[src/rtl/jrsa_pkg.sv]
// ----------------------------------------------------------------------------
// jrsa_pkg: shared types and constants for the stick rate servo angle block
// Transaction payload structs, register indexes, reset values and the fixed
// constants of the rate and neck mapping arithmetic.
// ----------------------------------------------------------------------------
`default_nettype none

package jrsa_pkg;

  // Field widths
  localparam int STICK_W    = 8;
  localparam int DT_W       = 16;
  localparam int RATE_W     = 10;
  localparam int DZ_W       = 8;
  localparam int DEG_W      = 8;
  localparam int PDEG_W     = 9;
  localparam int CFG_IDX_W  = 2;
  localparam int CFG_DATA_W = 10;

  // Arithmetic widths: |stick| * rate fits 18 bits, times dt fits 34 bits
  localparam int MAG_W  = 8;
  localparam int MR_W   = MAG_W + RATE_W;
  localparam int PROD_W = MR_W + DT_W;
  localparam int REM_W  = 17;

  // Divisor: 128 counts full scale times 1000 ms per second
  localparam logic [REM_W-1:0] FULL_SCALE = 17'd128000;

  // Angle limits and reset angles in whole degrees
  localparam int YAW_MAX_DEG     = 180;
  localparam int PITCH_MAX_DEG   = 270;
  localparam int YAW_RESET_DEG   = 95;
  localparam int PITCH_RESET_DEG = 90;

  // Neck mapping constants
  localparam logic [PDEG_W-1:0] MAP_LOW   = 9'd90;
  localparam logic [PDEG_W-1:0] MAP_MID   = 9'd180;
  localparam logic [10:0]       TOP_SLOPE = 11'd17;    // 170/90 reduced to 17/9
  localparam logic [23:0]       RECIP_9   = 24'd7282;  // ceil(2^16 / 9)
  localparam int                RECIP_SH  = 16;

  // Register indexes
  localparam logic [CFG_IDX_W-1:0] REG_YAW_RATE   = 2'd0;
  localparam logic [CFG_IDX_W-1:0] REG_PITCH_RATE = 2'd1;
  localparam logic [CFG_IDX_W-1:0] REG_DEADZONE   = 2'd2;

  // Register reset values
  localparam logic [RATE_W-1:0] RATE_RESET = 10'd180;
  localparam logic [DZ_W-1:0]   DZ_RESET   = 8'd13;

  // Input transaction payload
  typedef struct packed {
    logic signed [STICK_W-1:0] stick_x;
    logic signed [STICK_W-1:0] stick_y;
    logic [DT_W-1:0]           dt_ms;
    logic                      connected;
    logic                      button_level;
  } jrsa_in_t;

  // Output transaction payload
  typedef struct packed {
    logic [DEG_W-1:0] yaw_deg;
    logic [DEG_W-1:0] neck_top_deg;
    logic [DEG_W-1:0] neck_bottom_deg;
    logic             test_start;
  } jrsa_out_t;

endpackage

`default_nettype wire

[src/rtl/joystick_rate_servo_angles.sv]
// ----------------------------------------------------------------------------
// joystick_rate_servo_angles: stick driven yaw and neck servo angles
// Integrates two stick axes into fixed point yaw and pitch angles, clamps
// them, maps pitch onto two neck servos and flags button presses.
// ----------------------------------------------------------------------------
//
//   Channel | Direction | Handshake              | Payload
//   --------+-----------+------------------------+-----------------------
//   in      | input     | in_valid / in_ready    | jrsa_in_t  in_data
//   out     | output    | out_valid / out_ready  | jrsa_out_t out_data
//   cfg     | input     | cfg_write, no wait     | cfg_index, cfg_data
//
// Items are not overlapped: an item is accepted only after the last one has
// passed the shift-add dt multiply, the bit-serial divider by 128000 (one
// quotient bit a cycle, the longest step), the clamp and the result load.
// An item with connected clear is accepted and dropped while the block stays idle.
// Reset is synchronous; there is no clearing pass.
// A stalled output holds its result while the next item is already processed;
// only the final result load waits for the output register to free up.
//
`default_nettype none

module joystick_rate_servo_angles #(
  parameter int ANGLE_FRAC_BITS = 10
) (
  input  logic                                   clk,
  input  logic                                   rst,
  input  logic                                   in_valid,
  output logic                                   in_ready,
  input  jrsa_pkg::jrsa_in_t                     in_data,
  output logic                                   out_valid,
  input  logic                                   out_ready,
  output jrsa_pkg::jrsa_out_t                    out_data,
  input  logic                                   cfg_write,
  input  logic [jrsa_pkg::CFG_IDX_W-1:0]         cfg_index,
  input  logic [jrsa_pkg::CFG_DATA_W-1:0]        cfg_data
);
  import jrsa_pkg::*;

  localparam int F       = ANGLE_FRAC_BITS;
  localparam int DIV_W   = PROD_W + F;
  localparam int CLAMP_W = DIV_W + 1;
  localparam int YAW_W   = DEG_W + F;
  localparam int PITCH_W = PDEG_W + F;
  localparam int CNT_W   = $clog2(DIV_W + 1);

  localparam logic [CLAMP_W-1:0] YAW_HI   = CLAMP_W'(YAW_MAX_DEG) << F;
  localparam logic [CLAMP_W-1:0] PITCH_HI = CLAMP_W'(PITCH_MAX_DEG) << F;
  localparam logic [YAW_W-1:0]   YAW_RST  = YAW_W'(YAW_RESET_DEG) << F;
  localparam logic [PITCH_W-1:0] PITCH_RST = PITCH_W'(PITCH_RESET_DEG) << F;

  typedef enum logic [2:0] {
    S_IDLE,
    S_MUL,
    S_DIV,
    S_CLAMP,
    S_MAP
  } state_t;

  state_t state;
  logic [CNT_W-1:0] cnt;

  // Configuration registers
  logic [RATE_W-1:0] yaw_rate;
  logic [RATE_W-1:0] pitch_rate;
  logic [DZ_W-1:0]   deadzone;

  // Per-item working registers, x lane drives yaw, y lane drives pitch
  logic [DT_W-1:0]    dt_sh;
  logic [MR_W-1:0]    mr_x, mr_y;
  logic               neg_x, neg_y;
  logic [PROD_W-1:0]  acc_x, acc_y;
  logic [DIV_W-1:0]   div_x, div_y;
  logic [REM_W-1:0]   rem_x, rem_y;
  logic [DIV_W-1:0]   quo_x, quo_y;
  logic               start_pending;

  // Persistent state
  logic [YAW_W-1:0]   yaw_angle;
  logic [PITCH_W-1:0] pitch_angle;
  logic               button_prev;

  // Stick magnitude with deadzone, and magnitude times rate
  logic [MAG_W-1:0] abs_x, abs_y, mag_x, mag_y;
  logic [MR_W-1:0]  mr_x_next, mr_y_next;

  always_comb begin
    abs_x = in_data.stick_x[STICK_W-1] ? MAG_W'(~in_data.stick_x + 1'b1)
                                       : MAG_W'(in_data.stick_x);
    abs_y = in_data.stick_y[STICK_W-1] ? MAG_W'(~in_data.stick_y + 1'b1)
                                       : MAG_W'(in_data.stick_y);
    mag_x = (abs_x < deadzone) ? '0 : abs_x;
    mag_y = (abs_y < deadzone) ? '0 : abs_y;
    mr_x_next = MR_W'(mag_x) * MR_W'(yaw_rate);
    mr_y_next = MR_W'(mag_y) * MR_W'(pitch_rate);
  end

  // Shift-add multiply step, dt consumed most significant bit first
  logic [PROD_W-1:0] acc_x_next, acc_y_next;

  always_comb begin
    acc_x_next = {acc_x[PROD_W-2:0], 1'b0} + (dt_sh[DT_W-1] ? PROD_W'(mr_x) : '0);
    acc_y_next = {acc_y[PROD_W-2:0], 1'b0} + (dt_sh[DT_W-1] ? PROD_W'(mr_y) : '0);
  end

  // Restoring division step by the full scale constant
  logic [REM_W:0]   rsh_x, rsh_y;
  logic             ge_x, ge_y;
  logic [REM_W-1:0] rem_x_next, rem_y_next;

  always_comb begin
    rsh_x = {rem_x, div_x[DIV_W-1]};
    rsh_y = {rem_y, div_y[DIV_W-1]};
    ge_x  = rsh_x >= {1'b0, FULL_SCALE};
    ge_y  = rsh_y >= {1'b0, FULL_SCALE};
    rem_x_next = ge_x ? REM_W'(rsh_x - {1'b0, FULL_SCALE}) : rsh_x[REM_W-1:0];
    rem_y_next = ge_y ? REM_W'(rsh_y - {1'b0, FULL_SCALE}) : rsh_y[REM_W-1:0];
  end

  // Angle update with clamping to the axis range
  logic [CLAMP_W-1:0] ext_x, ext_y, dq_x, dq_y;
  logic [CLAMP_W-1:0] sum_x, sum_y, sub_x, sub_y;
  logic [YAW_W-1:0]   yaw_next;
  logic [PITCH_W-1:0] pitch_next;

  always_comb begin
    ext_x = CLAMP_W'(yaw_angle);
    ext_y = CLAMP_W'(pitch_angle);
    dq_x  = CLAMP_W'(quo_x);
    dq_y  = CLAMP_W'(quo_y);
    sum_x = ext_x + dq_x;
    sum_y = ext_y + dq_y;
    sub_x = ext_x - dq_x;
    sub_y = ext_y - dq_y;
    if (neg_x) begin
      yaw_next = (dq_x > ext_x) ? '0 : YAW_W'(sub_x);
    end else begin
      yaw_next = (sum_x > YAW_HI) ? YAW_W'(YAW_HI) : YAW_W'(sum_x);
    end
    if (neg_y) begin
      pitch_next = (dq_y > ext_y) ? '0 : PITCH_W'(sub_y);
    end else begin
      pitch_next = (sum_y > PITCH_HI) ? PITCH_W'(PITCH_HI) : PITCH_W'(sum_y);
    end
  end

  // Neck mapping from the integer pitch angle
  logic [PDEG_W-1:0] pdeg;
  logic [6:0]        over;
  logic [10:0]       scaled;
  logic [23:0]       recip;
  logic [DEG_W-1:0]  top_deg, bottom_deg;

  always_comb begin
    pdeg   = pitch_angle[PITCH_W-1:F];
    over   = 7'(pdeg - MAP_MID);
    scaled = 11'({4'b0, over} * TOP_SLOPE);
    recip  = 24'(scaled) * RECIP_9;
    if (pdeg <= MAP_LOW) begin
      bottom_deg = DEG_W'(MAP_LOW);
      top_deg    = DEG_W'(MAP_MID - pdeg);
    end else if (pdeg <= MAP_MID) begin
      bottom_deg = pdeg[DEG_W-1:0];
      top_deg    = pdeg[DEG_W-1:0];
    end else begin
      bottom_deg = DEG_W'(MAP_MID);
      top_deg    = DEG_W'(MAP_MID) - recip[RECIP_SH+DEG_W-1:RECIP_SH];
    end
  end

  assign in_ready = (state == S_IDLE);

  // Sequencer, datapath registers and the output register
  always_ff @(posedge clk) begin
    if (rst) begin
      state       <= S_IDLE;
      cnt         <= '0;
      out_valid   <= 1'b0;
      yaw_rate    <= RATE_RESET;
      pitch_rate  <= RATE_RESET;
      deadzone    <= DZ_RESET;
      yaw_angle   <= YAW_RST;
      pitch_angle <= PITCH_RST;
      button_prev <= 1'b0;
    end else begin
      // Register writes
      if (cfg_write) begin
        unique case (cfg_index)
          REG_YAW_RATE:   yaw_rate   <= cfg_data;
          REG_PITCH_RATE: pitch_rate <= cfg_data;
          REG_DEADZONE:   deadzone   <= cfg_data[DZ_W-1:0];
          default: ;
        endcase
      end

      // Output transaction completes; in S_MAP the result load decides instead
      if (out_valid && out_ready && state != S_MAP) begin
        out_valid <= 1'b0;
      end

      unique case (state)
        S_IDLE: begin
          if (in_valid && in_data.connected) begin
            mr_x          <= mr_x_next;
            mr_y          <= mr_y_next;
            neg_x         <= in_data.stick_x[STICK_W-1];
            neg_y         <= in_data.stick_y[STICK_W-1];
            dt_sh         <= in_data.dt_ms;
            acc_x         <= '0;
            acc_y         <= '0;
            start_pending <= in_data.button_level & ~button_prev;
            button_prev   <= in_data.button_level;
            cnt           <= '0;
            state         <= S_MUL;
          end
        end
        S_MUL: begin
          acc_x <= acc_x_next;
          acc_y <= acc_y_next;
          dt_sh <= {dt_sh[DT_W-2:0], 1'b0};
          if (cnt == CNT_W'(DT_W - 1)) begin
            div_x <= DIV_W'(acc_x_next) << F;
            div_y <= DIV_W'(acc_y_next) << F;
            rem_x <= '0;
            rem_y <= '0;
            quo_x <= '0;
            quo_y <= '0;
            cnt   <= '0;
            state <= S_DIV;
          end else begin
            cnt <= cnt + 1'b1;
          end
        end
        S_DIV: begin
          rem_x <= rem_x_next;
          rem_y <= rem_y_next;
          quo_x <= {quo_x[DIV_W-2:0], ge_x};
          quo_y <= {quo_y[DIV_W-2:0], ge_y};
          div_x <= {div_x[DIV_W-2:0], 1'b0};
          div_y <= {div_y[DIV_W-2:0], 1'b0};
          if (cnt == CNT_W'(DIV_W - 1)) begin
            state <= S_CLAMP;
          end else begin
            cnt <= cnt + 1'b1;
          end
        end
        S_CLAMP: begin
          yaw_angle   <= yaw_next;
          pitch_angle <= pitch_next;
          state       <= S_MAP;
        end
        S_MAP: begin
          // Load the result once the output register is free
          if (!out_valid || out_ready) begin
            out_data.yaw_deg         <= yaw_angle[YAW_W-1:F];
            out_data.neck_top_deg    <= top_deg;
            out_data.neck_bottom_deg <= bottom_deg;
            out_data.test_start      <= start_pending;
            out_valid                <= 1'b1;
            state                    <= S_IDLE;
          end
        end
        default: state <= S_IDLE;
      endcase
    end
  end

endmodule

`default_nettype wire

[config.mk]
export PLATFORM = sky130hd
export DESIGN_NAME = joystick_rate_servo_angles
export DESIGN_NICKNAME = d
export VERILOG_FILES = /design/src/rtl/jrsa_pkg.sv /design/src/rtl/joystick_rate_servo_angles.sv
export SDC_FILE = /design/constraint.sdc
export NUM_CORES = 1
export LEC_CHECK = 0
export ABC_AREA = 1
export BUFFER_PORTS_ARGS = -buffer_cell sky130_fd_sc_hd__buf_2
export CORE_MARGIN = 4
export CORE_UTILIZATION = 55
export DETAILED_ROUTE_END_ITERATION = 10
export HOLD_SLACK_MARGIN = 0.02
export PLACE_DENSITY = 0.78
export REMOVE_ABC_BUFFERS = 1
export SLEW_MARGIN = 20
export SYNTH_ARGS = -nofsm -noshare
export SYNTH_HDL_FRONTEND = slang
export SYNTH_SLANG_ARGS = --single-unit
[constraint.sdc]
create_clock -name clk -period 23.5 [get_ports clk]
set_input_delay 2.35 -clock clk [delete_from_list [all_inputs] [get_ports clk]]
set_output_delay 2.35 -clock clk [all_outputs]
set_load 0.01 [all_outputs]
---- After elaboration in Yosys (flattened, before gate mapping) ----
Index checks and enable logic that the tools add are counted.
operators by class
  add/subtract/negate cells ............... 14
  multipliers ............................. 4
  $lt $le $gt $ge ......................... 10
  eq/ne operators ......................... 14
  multiplexer cells ....................... 44
  bitwise operators ....................... 6
  reduce and logical (&&, ||, !) cells .... 21
operators by type and width
  cell                      count
  $pmux W44 S2              4
  $mux W44                  3
  $pmux W33 S2              2
  $mux W18                  5
  $add A34 B18 Y34          2
  $pmux W17 S2              2
  $mux W19                  3
  $mux W8                   7
  $mux W17                  3
  $add A18 B44 Y45          1
  $add A19 B44 Y45          1
  $gt A45 B18 Y1 const B    1
  $gt A45 B19 Y1 const B    1
  $gt A44 B18 Y1            1
  $gt A44 B19 Y1            1
  $ge A18 B17 Y1 const B    2
  $mul A8 B10 Y18           2
  $sub A17 B17 Y17 const B  2
  $mux W33                  1
  $pmux W16 S2              1
  $mul A11 B12 Y23 const B  1
  $sub A19 B19 Y19          1
  $mux W6                   3
  $pmux W6 S3               1
  37 further kinds          62
storage, ports and cells
  bits in registers ....................... 432
  input port bits ......................... 51

---- Logic depth before layout (Yosys ltp) ----
  depth in word-level cells ............... 6
  depth in mapped cells ................... 39

---- Worst setup path before layout ----
Ideal clock, no wire load.
  path kind ............................... input to register
  start ................................... input port rst
  end ..................................... register div_x[10], enable pin
  arrival time ............................ 10.677 ns
  path slack .............................. 12.079 ns
  stages .................................. 4
  path buffers ............................ 1
  cells stage by stage .................... clkbuf_1 > inv_1 > o21ai_0 > nor2_1
on the way
  longest elaborated chain between the ends .. 2
ends and longest elaborated chain
  element                             RTL line                           source
  start, declared                     joystick_rate_servo_angles.sv:27   input logic rst,
  $not A1 Y1 (no source line)         -
  $reduce_and A3 Y1 (no source line)  -
  end signal, assigned                joystick_rate_servo_angles.sv:222  div_x <= DIV_W'(acc_x_next) << F;
  end signal, assigned                joystick_rate_servo_angles.sv:239  div_x <= {div_x[DIV_W-2:0], 1'b0};
  end, declared                       joystick_rate_servo_angles.sv:73   logic [DIV_W-1:0] div_x, div_y;
Every way passes these cells.
A chain may end at the register's enable or synchronous reset.

---- Final worst setup path ----
  start ................................... register pitch_angle[12]
  end ..................................... register out_data[15] (netlist name), data pin
on the way
  longest elaborated chain between the ends .. 6
  elaborated cells on any way between the ends .. 9
  those cells by class .................... add/sub: 3; mul: 2; order compare: 2; mux: 2
ends and longest elaborated chain
  element                 RTL line                           source
  start, declared         joystick_rate_servo_angles.sv:80   logic [PITCH_W-1:0] pitch_angle;
  start signal, assigned  joystick_rate_servo_angles.sv:249  pitch_angle <= pitch_next;
  $sub A7 B6 Y7           joystick_rate_servo_angles.sv:156  over = 7'(pdeg - MAP_MID);
  $mul A7 B5 Y11          joystick_rate_servo_angles.sv:157  scaled = 11'({4'b0, over} * TOP_SLOPE);
  $mul A11 B12 Y23        joystick_rate_servo_angles.sv:158  recip = 24'(scaled) * RECIP_9;
  $sub A8 B8 Y8           joystick_rate_servo_angles.sv:167  top_deg = DEG_W'(MAP_MID) - recip[RECIP_SH+DEG_W-1:RECIP_SH];
  $mux W8                 joystick_rate_servo_angles.sv:162  end else if (pdeg <= MAP_MID) begin
  $mux W8 (*)             joystick_rate_servo_angles.sv:159  if (pdeg <= MAP_LOW) begin
  via top_deg[6]          joystick_rate_servo_angles.sv:152  logic [DEG_W-1:0] top_deg, bottom_deg;
  end, declared           joystick_rate_servo_angles.sv:33   output jrsa_pkg::jrsa_out_t out_data,
The timed path passes the listed nets; every way through them passes the cells marked *.

==> impl_metrics.csv <==
group,metric,value,unit
pwr,seqPwrFrac,42.3,%
logic_synthesis,synth_area,0.0345,mm²
route,wire_per_inst,15.6,µm
timing,period_minus_slack,8.38,ns
worst_setup_path,cp_common_cell,"inv_1",
logic_synthesis,synth_top_area_cell,"edfxtp_1",
layout,drive_gt1_share,6.24,%
job,max_cap_violations,0,
timing,slew_headroom,34.8,%
clocking,clk_latency,0.61,ns
global_route,grtUsageTotal,24.9,%
layout,area_delta_synth_final,7.65,%
clocking,cts_resized,0,
logic_synthesis,ys.flop_type,"edfxtp_1",
worst_setup_path,startpoint_type,"flip-flop",
clocking,cts_hold_buf,0,
global_route,grt_pass1_wl,139000,µm
timing,timing.fmax,119,MHz
timing,worst_clock_skew,0.0257,ns
pwr,powerDensity,53.7,mW/mm²
pwr,fin_total_pwr,2.00,mW
route,viasPerCell,5.36,
die,ios,78,
worst_setup_path,arrival,8.81,ns
pwr,p_comb_share,21.6,%
clocking,clk_pin_slew,0.06,ns
logic_synthesis,yosysTopAreaCellShare,29.3,%
pwr,p_int,1.40,mW
logic_synthesis,synth.area.top_cells,"edfxtp_1, ha_1, nand2_1",
global_route,met3_usage,3.89,%
timing,setup_violations,0,
global_route,met1_usage,35.6,%
global_route,grt_max_degree,99,
timing,slew_viol_final,0,
placed_design,place.detailed.hpwl,63700,µm
timing,hold_viol,0,
placed_design,gp_routability_congestion,0.989,
route,drcViolationCount,0,
die,core-area,0.0619,mm²
logic_synthesis,yosysSeqAreaShare,33.7,%
pwr,switching_share,29.8,%
logic_synthesis,yosys_warnings,0,
clocking,clockRootBuffer,"clkbuf_16",
global_route,grt_pass1_vias,27900,
timing,tightest_slew,0.975,ns
route,routed_wl,83300,µm
outcome,status,"complete, no violations",
die,die_x,258,µm
layout,insertedDiodeCount,0,
pwr,p_sw,595,µW
clocking,cts_tree,"built",
die,die-area,0.0668,mm²
worst_setup_path,crit_fanout,11,
pwr,power_frac_clock,36.1,%
layout,fillers,5532,
timing,fin_tns_setup,0,ns
logic_synthesis,avgSynthCellArea,7.80,µm²
logic_synthesis,synth-edff-count,336,
worst_setup_path,cp_slowest_stage_delay,0.64,ns
route,vias,28600,
global_route,antenna_found_initial,0,
timing,rsz0062_at_grt,"false",
worst_setup_path,endpoint_kind,"flip-flop",
timing,min_period_over_period,35.6,%
placed_design,portBuffers,77,
clocking,htree_levels,2,
worst_setup_path,worstPathRequired,23.93,ns
logic_synthesis,synth_cell_type_count,55,
pwr,ir_drop,59.0,µV
logic_synthesis,syn-instance-count,4421,
global_route,top_usage_layer,"met2",
logic_synthesis,synthArstFlopShare,0,%
clocking,clkSinkCount,412,
logic_synthesis,synth_seq_cells,412,
clocking,post-cts-setup-buffer-count,0,
worst_hold_path,holdCritPathClass,"reg2reg",
die,start_util,55.7,%
worst_setup_path,cp_slowest_cell,"dfxtp_1",
route,drt_iter0_drc,2353,
clocking,cts_buffer_depth,3,
die,die_h,258,µm
layout,fin_nets,4971,
worst_setup_path,reg2reg_slack,15.12,ns
worst_setup_path,crit_type,"reg2reg",
route,drt_pass1_iterations,6,
pwr,p_leak,17.8,nW
die,rows,91,
global_route,grt-ovfl-total,0,
global_route,grt_util_met2,40.1,%
route,ant_nets,0,
clocking,numCtsBuffers,47,
## sequential cells by signal (all words and copies together) (netlist names), 6 cells and up
signal and count:
acc_y 33, div_y 34, div_x 34, deadzone 8, acc_x 33, rem_y 17
quo_y 44, mr_y 18, out_data 25, yaw_rate 10, pitch_angle 19, pitch_rate 10
mr_x 18, rem_x 17, yaw_angle 18, dt_sh 16, cnt 6, quo_x 44
## synthesized netlist by cell type (7+ instances only)
cell	n
o21ai_0	238
o211ai_1	17
fa_1	133
nand2_2	21
nor2_2	20
a21oi_2	13
o31ai_1	7
buf_1	8
xnor2_1	49
o21ai_1	14
buf_4	13
nand2_1	951
nor3_1	62
edfxtp_1	336
nor3b_1	7
nor4_1	18
clkbuf_1	57
o21bai_1	12
nor3_2	9
nand3_2	13
inv_1	775
a21o_1	10
ha_1	319
xor2_1	107
dfxtp_1	76
and2_1	9
nand3_1	189
buf_6	8
nor2_1	513
a21oi_1	265
a31oi_1	9
nand4_1	67
inv_2	15
buf_2	8
## final cells by class
cell class | instances | area [µm²] | share of cell area (%)
Multi-Input combinational cell | 3121 | 19500 | 52.4
Sequential cell | 412 | 11600 | 31.3
Inverter | 794 | 2990 | 8.05
Clock buffer | 56 | 1210 | 3.26
Tap cell | 837 | 1050 | 2.82
Timing Repair Buffer | 92 | 502 | 1.35
Clock inverter | 30 | 299 | 0.805
## critical path, delay by kind of cell (launching register included)
kind | cells | cell delay [ns]
adder cells (fa/ha/maj) | 10 | 4.01
AO/OA/AOI/OAI | 5 | 1.22
buffers and inverters | 9 | 0.98
XOR/XNOR | 3 | 0.68
AND/OR/NAND/NOR | 7 | 0.67
flip-flops | 1 | 0.64
## layout by cell type (no fill, tap or decap), drive strengths merged, types with 4 or more instances in the layout
cell,count
o211ai,17
ha,319
a21oi,280
buf,92
dfxtp,76
or2,5
a21o,10
o21ai,255
clkbuf,56
and2,9
o22ai,4
a211oi,5
a31oi,9
nor2,538
o21a,5
nand3,203
o21bai,12
xor2,107
inv,794
nor3,72
nor4,18
clkinv,26
edfxtp,336
nor3b,7
o31ai,7
nand4,67
fa,133
nand2,975
xnor2,49
## routing by layer
metal  part of all wire [%]  wire length (µm)
met1                     45             37800
met2                     45             37500
met3                    7.3              6090
met4                    2.3              1940
met5                      0                 0
## stage by stage
stage / cell area (µm²) / utilization (%) / cells / setup WS, ns / hold WS [ns]
after floorplan: 34000 / - / 4327 / 9.92 / 0.400
after global placement: 35600 / 57.5 / 5256 / 14.80 / 0.401
after detailed placement: 35600 / 57.5 / 5256 / 14.69 / 0.413
after CTS: 37100 / 59.9 / 5342 / 15.25 / 0.427
after global routing: 37100 / 59.9 / 5342 / 14.67 / 0.441
final: 37100 / 59.9 / 5342 / 15.12 / 0.424
## path summary, 6_finish.rpt
kind | from | to | depth (start not counted)
max | pitch_angle[12]$_SDFFE_PP0P_ | out_data[15]$_DFFE_PP_ | 34
min | start_pending$_DFFE_PP_ | out_data[0]$_DFFE_PP_ | 0
min reg2reg | start_pending$_DFFE_PP_ | out_data[0]$_DFFE_PP_ | 0
max reg2reg | pitch_angle[12]$_SDFFE_PP0P_ | out_data[15]$_DFFE_PP_ | 34
## power by group through the flow
stage               combinational, mW  sequential (mW)  clock [mW]
floorplan                       0.327            0.857           0
global placement                0.409            0.858           0
detailed placement              0.428            0.859           0
CTS                             0.433            0.843       0.735
global route                    0.501            0.845       0.764
finish                          0.431            0.844       0.721
## logic make-up (layout without fill, tap and decap cells)
group / Yosys count / in the layout / synth area share [%]
buffers and inverters: 888 / 972 / 10.0
adder cells (fa/ha/maj): 452 / 452 / 19.3
XOR/XNOR: 156 / 156 / 3.96
flip-flops: 412 / 412 / 33.7
AO/OA/AOI/OAI: 614 / 614 / 9.70
AND/OR/NAND/NOR: 1899 / 1899 / 23.4
No activity file was read; power rests on OpenSTA's default activity.
